$ cat src/hdl/sflbp_pkg.sv
// shared constants, types and codes for the striped free list buffer pool
`default_nettype none

package sflbp_pkg;

    // pool geometry
    localparam int POOLS    = 2;
    localparam int SLICES   = 1024;
    localparam int SUBPOOLS = 4;
    localparam int PER      = SLICES / SUBPOOLS;
    localparam int PER_DIV  = (PER > 0) ? PER : 1;

    // derived widths
    localparam int SLICE_W = $clog2(SLICES);
    localparam int SUB_W   = (SUBPOOLS > 1) ? $clog2(SUBPOOLS) : 1;
    localparam int CNT_W   = (PER > 0) ? $clog2(PER + 1) : 1;
    localparam int IDX_W   = $clog2(POOLS * SUBPOOLS);
    localparam int MEM_DEPTH = POOLS * SLICES;
    localparam int MEM_AW    = $clog2(MEM_DEPTH);
    localparam int PROD_W    = SLICE_W + 16;

    // fixed field types
    typedef logic [15:0] bytes_t;
    typedef logic [47:0] addr_t;
    typedef logic [7:0]  hdr_t;
    typedef logic [2:0]  status_t;
    typedef logic [10:0] slice_in_t;
    typedef logic [9:0]  slice_out_t;
    typedef logic [1:0]  sub_out_t;
    typedef logic [8:0]  count_out_t;
    typedef logic [2:0]  cfg_idx_t;

    // internal types
    typedef logic [SLICE_W-1:0] slice_t;
    typedef logic [SUB_W-1:0]   sub_t;
    typedef logic [CNT_W-1:0]   cnt_t;
    typedef logic [IDX_W-1:0]   idx_t;
    typedef logic [MEM_AW-1:0]  mem_addr_t;
    typedef logic [PROD_W-1:0]  prod_t;

    // request kinds
    localparam logic KIND_ALLOC = 1'b0;
    localparam logic KIND_FREE  = 1'b1;

    // result status codes
    localparam status_t STS_OK         = 3'd0;
    localparam status_t STS_TOO_LARGE  = 3'd1;
    localparam status_t STS_EMPTY      = 3'd2;
    localparam status_t STS_BAD_HANDLE = 3'd3;
    localparam status_t STS_REF_ERR    = 3'd4;

    // configuration register indexes
    localparam cfg_idx_t REG_SMALL_LIMIT  = 3'd0;
    localparam cfg_idx_t REG_LARGE_LIMIT  = 3'd1;
    localparam cfg_idx_t REG_SMALL_BASE   = 3'd2;
    localparam cfg_idx_t REG_LARGE_BASE   = 3'd3;
    localparam cfg_idx_t REG_SMALL_STRIDE = 3'd4;
    localparam cfg_idx_t REG_LARGE_STRIDE = 3'd5;
    localparam cfg_idx_t REG_HEADER       = 3'd6;

    // controller to datapath
    typedef struct packed {
        logic clear_en;
        logic take;
        logic eval;
        logic pop_data;
        logic commit_use;
        logic commit_free;
        logic load_out;
    } ctl_cmd_t;

    // datapath to controller
    typedef struct packed {
        logic clear_done;
        logic eval_final;
        logic is_alloc;
        logic out_free;
    } dp_sts_t;

endpackage

`default_nettype wire

$ cat src/hdl/sflbp_ctrl.sv
// sequencing state machine for the buffer pool
`default_nettype none

module sflbp_ctrl (
    input  wire logic               aclk,
    input  wire logic               aresetn,
    input  wire logic               s_valid,
    output logic                    s_ready,
    input  wire sflbp_pkg::dp_sts_t sts,
    output sflbp_pkg::ctl_cmd_t     cmd
);

    localparam logic [2:0] S_CLEAR = 3'd0;
    localparam logic [2:0] S_IDLE  = 3'd1;
    localparam logic [2:0] S_EVAL  = 3'd2;
    localparam logic [2:0] S_POP   = 3'd3;
    localparam logic [2:0] S_USE   = 3'd4;
    localparam logic [2:0] S_FREE  = 3'd5;

    logic [2:0] state_reg;
    logic [2:0] state_next;

    always_ff @(posedge aclk) begin
        if (!aresetn) begin
            state_reg <= S_CLEAR;
        end else begin
            state_reg <= state_next;
        end
    end

    always_comb begin
        state_next = state_reg;
        cmd        = '0;
        s_ready    = 1'b0;
        case (state_reg)
            S_CLEAR: begin
                cmd.clear_en = 1'b1;
                if (sts.clear_done) begin
                    state_next = S_IDLE;
                end
            end
            S_IDLE: begin
                s_ready = 1'b1;
                if (s_valid) begin
                    cmd.take   = 1'b1;
                    state_next = S_EVAL;
                end
            end
            S_EVAL: begin
                if (sts.eval_final) begin
                    if (sts.out_free) begin
                        cmd.eval     = 1'b1;
                        cmd.load_out = 1'b1;
                        state_next   = S_IDLE;
                    end
                end else begin
                    cmd.eval   = 1'b1;
                    state_next = sts.is_alloc ? S_POP : S_FREE;
                end
            end
            S_POP: begin
                cmd.pop_data = 1'b1;
                state_next   = S_USE;
            end
            S_USE: begin
                if (sts.out_free) begin
                    cmd.commit_use = 1'b1;
                    cmd.load_out   = 1'b1;
                    state_next     = S_IDLE;
                end
            end
            S_FREE: begin
                if (sts.out_free) begin
                    cmd.commit_free = 1'b1;
                    cmd.load_out    = 1'b1;
                    state_next      = S_IDLE;
                end
            end
            default: begin
                state_next = S_IDLE;
            end
        endcase
    end

endmodule

`default_nettype wire

$ cat config.mk
export PLATFORM = sky130hd
export DESIGN_NAME = sflbp_ctrl
export DESIGN_NICKNAME = d
export VERILOG_FILES = /design/src/hdl/sflbp_pkg.sv /design/src/hdl/sflbp_ctrl.sv
export SDC_FILE = /design/constraint.sdc
export NUM_CORES = 1
export LEC_CHECK = 0
export BUFFER_PORTS_ARGS = -buffer_cell sky130_fd_sc_hd__buf_2
export CAP_MARGIN = 15
export CORE_AREA = 2 2 39 41
export CTS_CLUSTER_SIZE = 14
export DETAILED_ROUTE_END_ITERATION = 12
export DIE_AREA = 0 0 41 43
export SLEW_MARGIN = 25
export SYNTH_ARGS = -nofsm -noshare
export SYNTH_HDL_FRONTEND = slang
export SYNTH_SLANG_ARGS = --single-unit
$ cat constraint.sdc
create_clock -name aclk -period 2.2 [get_ports aclk]
set_input_delay 0.44 -clock aclk [delete_from_list [all_inputs] [get_ports aclk]]
set_output_delay 0.44 -clock aclk [all_outputs]
set_load 0.01 [all_outputs]
# Yosys cells after proc, flatten, opt, wreduce, memory -nomap -nowiden
# Cells that the tools add are included.
# classes
n_eq_ne	7
n_mux	19
n_reduce_logical	3
# ops
cell	count
2-to-1 mux 3 bit	5
case mux 3 bit (5 select lines)	1
2-to-1 mux 1 bit	11
equality test 3 x 2 -> 1 bit (second input constant)	2
equality test 3 bit (second input constant)	2
!= test 2 bit (second input constant)	2
equality test 3 x 1 -> 1 bit (second input constant)	1
zero test 3 bit	1
case mux 1 bit (3 select lines)	1
2-to-1 mux 2 bit	1
AND reduction 2 bit	1
OR reduction 2 bit	1
# totals
out_inout_bits	8
input_bits	7
word_cells	30
regBits	3

# Logic depth before layout (Yosys ltp)
# depth
depth_word	3
depth_mapped	4
ltp_nobuf	3

# Least setup slack after synthesis
# No wires, ideal clock.
# synth_timing
kind	register to output
from	register state_reg[2]
to	output port cmd[0] (netlist bit)
setup_slack_ps	872
required_time_ps	1760
arrival_ps	888
path_buffers	1
stages_incl_launch_ff	5
path_cell_list	dfxtp_1 > buf_2 > nand2b_4 > nor3b_2 > o21a_1
# synth_rtl
element	line_no	rtl
start: declaration	sflbp_ctrl.sv:20	logic [2:0] state_reg;
start signal: assignment	sflbp_ctrl.sv:27	state_reg <= state_next;
end: declaration	sflbp_ctrl.sv:10	output sflbp_pkg::ctl_cmd_t cmd

==> results.ini <==
[layout]
area_growth_pct=38.8
fin_nets=59
fill_cells=162
num_antenna_cells=0
largest_reg_flops=3
drive_gt1_frac=0.392
register_area_um2=60.1
final_common_cell=buf_2
final_cell_mix=buf_2, nor2_1, nor3_1
multi_input_comb_area_um2=179

[critical_path]
critPathArrivalTime_ps=1280
worst_path_largest_cell_delay_ps=470
critPathLaunchType=flop
crit_chain=nor2b_1 -> nand2_1 -> nor2_1 -> buf_2
ff2ff_setup_slack_ps=1060
cp-end-kind=output pin
cp_max_fo=8
required_ps=1760
r2r_start=state_reg[0]$_SDFFE_PN0P_
endpoint=cmd[1]
reg2reg_to=state_reg[1]$_SDFFE_PN0P_
slowest_stage=dfxtp_1
critPathKind=flop to output pin
startpoint=state_reg[2]$_SDFFE_PN0P_
reg2reg_depth=3

[global_route]
grt_max_degree=11
grt_overflow=0
antenna_found_initial=0
grtUsageTotal=0.0811
grt_pass1_vias=246
grt_pass1_wl_um=931

[sta]
tns_ps=0
hold_violations=0
slew_headroom=0.765
finalCriticalPeriod_ps=1720
final-setup-viol-count=0
slew_violations=0
fmax_ghz=0.580
fin_crit_sh=0.784
worst_slack_ps=476
worst_pin_slew_ps=353
finClkSkew_ps=1.30
rsz0062_at_grt=false

[detailed_routing]
drt_iter0_drc=5
viasPerCell=4.28
drt-pass1-iter-count=3
ant_nets=0
num_vias=287
wire_per_inst_um=9.76
drc=0
routed_wl_um=654

[placement]
place_ws_ps=735
gp_congestion=0.741
portBuffers=14
dp_hpwl_um=487

[cts]
cts.sinks=3
cts_resized=0
clockBufferDepth=2
numCtsBuffers=3
post-cts-setup-buffer-count=0
clock_tree.root_cell=clkbuf_4
ctsHtreeMaxLevel=1
clk_pin_slew_ps=40
clk_latency_ps=230
cts_hold_buffers=0
cts_tree=done

[hold_path]
hold_depth=2
hp-class=primary input to flop

[power]
peakVddDrop_mv=0.285
pwr_density_cell_mw_per_mm2=576
power.static_leakage_nw=0.193

[synth]
syn_inst=36
synth.ff_latch_count=3
syn_area_um2=262
yosys_warnings=0
syn-num-nets=43
synth_area_per_cell_um2=7.26
yosysSeqAreaShare=0.230
synth.distinct_cells=18

[outcome]
outcome=finished clean

[floorplanning]
start_util=0.189
io_pins=15
die-area_mm2=0.00176
die_height_um=43
core_mm2=0.00138
rows=14
die_x_um=41

[flow_run]
max_cap_viol_count=0

Yosys cell counts:
master,number,area [um^2]
nand2b_1,1,6.26
buf_2,3,15.0
nor3_1,4,20.0
o311a_1,1,10.0
o21a_1,1,7.51
nand2_1,3,11.3
a21boi_1,1,7.51
dfxtp_1,3,60.1
o211a_1,2,20.0
o21bai_1,1,7.51
nor2b_1,2,12.5
nor2b_2,1,8.76
a21oi_1,1,5.00
mux2i_1,1,10.0
nor3b_2,1,12.5
nand2b_4,1,13.8
nor2_1,7,26.3
inv_1,2,7.51
area by class of cell:
type	count	area share
Tap cell	16	0.0552
Sequential cell	3	0.166
Clock buffer	4	0.0724
Multi-Input combinational cell	28	0.493
Timing Repair Buffer	14	0.193
Inverter	2	0.0207
critical path, delay by kind of cell, from the launching register on:
family	cells	cell delay [ps]
DFF	1	470
and+or+nand+nor	3	460
buffers and inverters	1	130
routing by layer:
metal	part of all wire	GRT usage
met1	0.55	0.111
met2	0.40	0.0875
met3	0.052	0.0471
met4	0	0.0600
met5	0	0
kinds of logic (layout without fill, tap and decap cells):
kind of cell	after synthesis	count (layout)	share of synthesized area
mux	1	1	0.0383
compound gates	7	7	0.220
simple gates	20	20	0.426
flops	3	3	0.230
buf+inv	5	20	0.0861
worst min-delay path by stage:
stage / end / slack [ps] / from
finish: state_reg[1]$_SDFFE_PN0P_ / 460 / aresetn
CTS: state_reg[1]$_SDFFE_PN0P_ / 460 / aresetn
detailed placement: state_reg[1]$_SDFFE_PN0P_ / 620 / state_reg[2]$_SDFFE_PN0P_
global route: state_reg[1]$_SDFFE_PN0P_ / 460 / aresetn
global placement: state_reg[1]$_SDFFE_PN0P_ / 610 / state_reg[2]$_SDFFE_PN0P_
floorplan: state_reg[1]$_SDFFE_PN0P_ / 570 / aresetn
where the power goes:
part           internal (mW)  switching, mW
sequential            0.0583        0.00970
clock                 0.0680         0.0287
combinational         0.0220         0.0222
total                  0.148         0.0606
through the flow:
stage / util / area, um^2 / power, mW / hold slack (ps) / std cells
after floorplan: - / 262 / 0.0956 / 573 / 36
after global placement: 0.243 / 337 / 0.113 / 606 / 63
after detailed placement: 0.243 / 337 / 0.113 / 616 / 63
after CTS: 0.262 / 363 / 0.215 / 461 / 67
after global routing: 0.262 / 363 / 0.230 / 458 / 67
final: 0.262 / 363 / 0.209 / 464 / 67
Power figures use the tool's default switching activity.
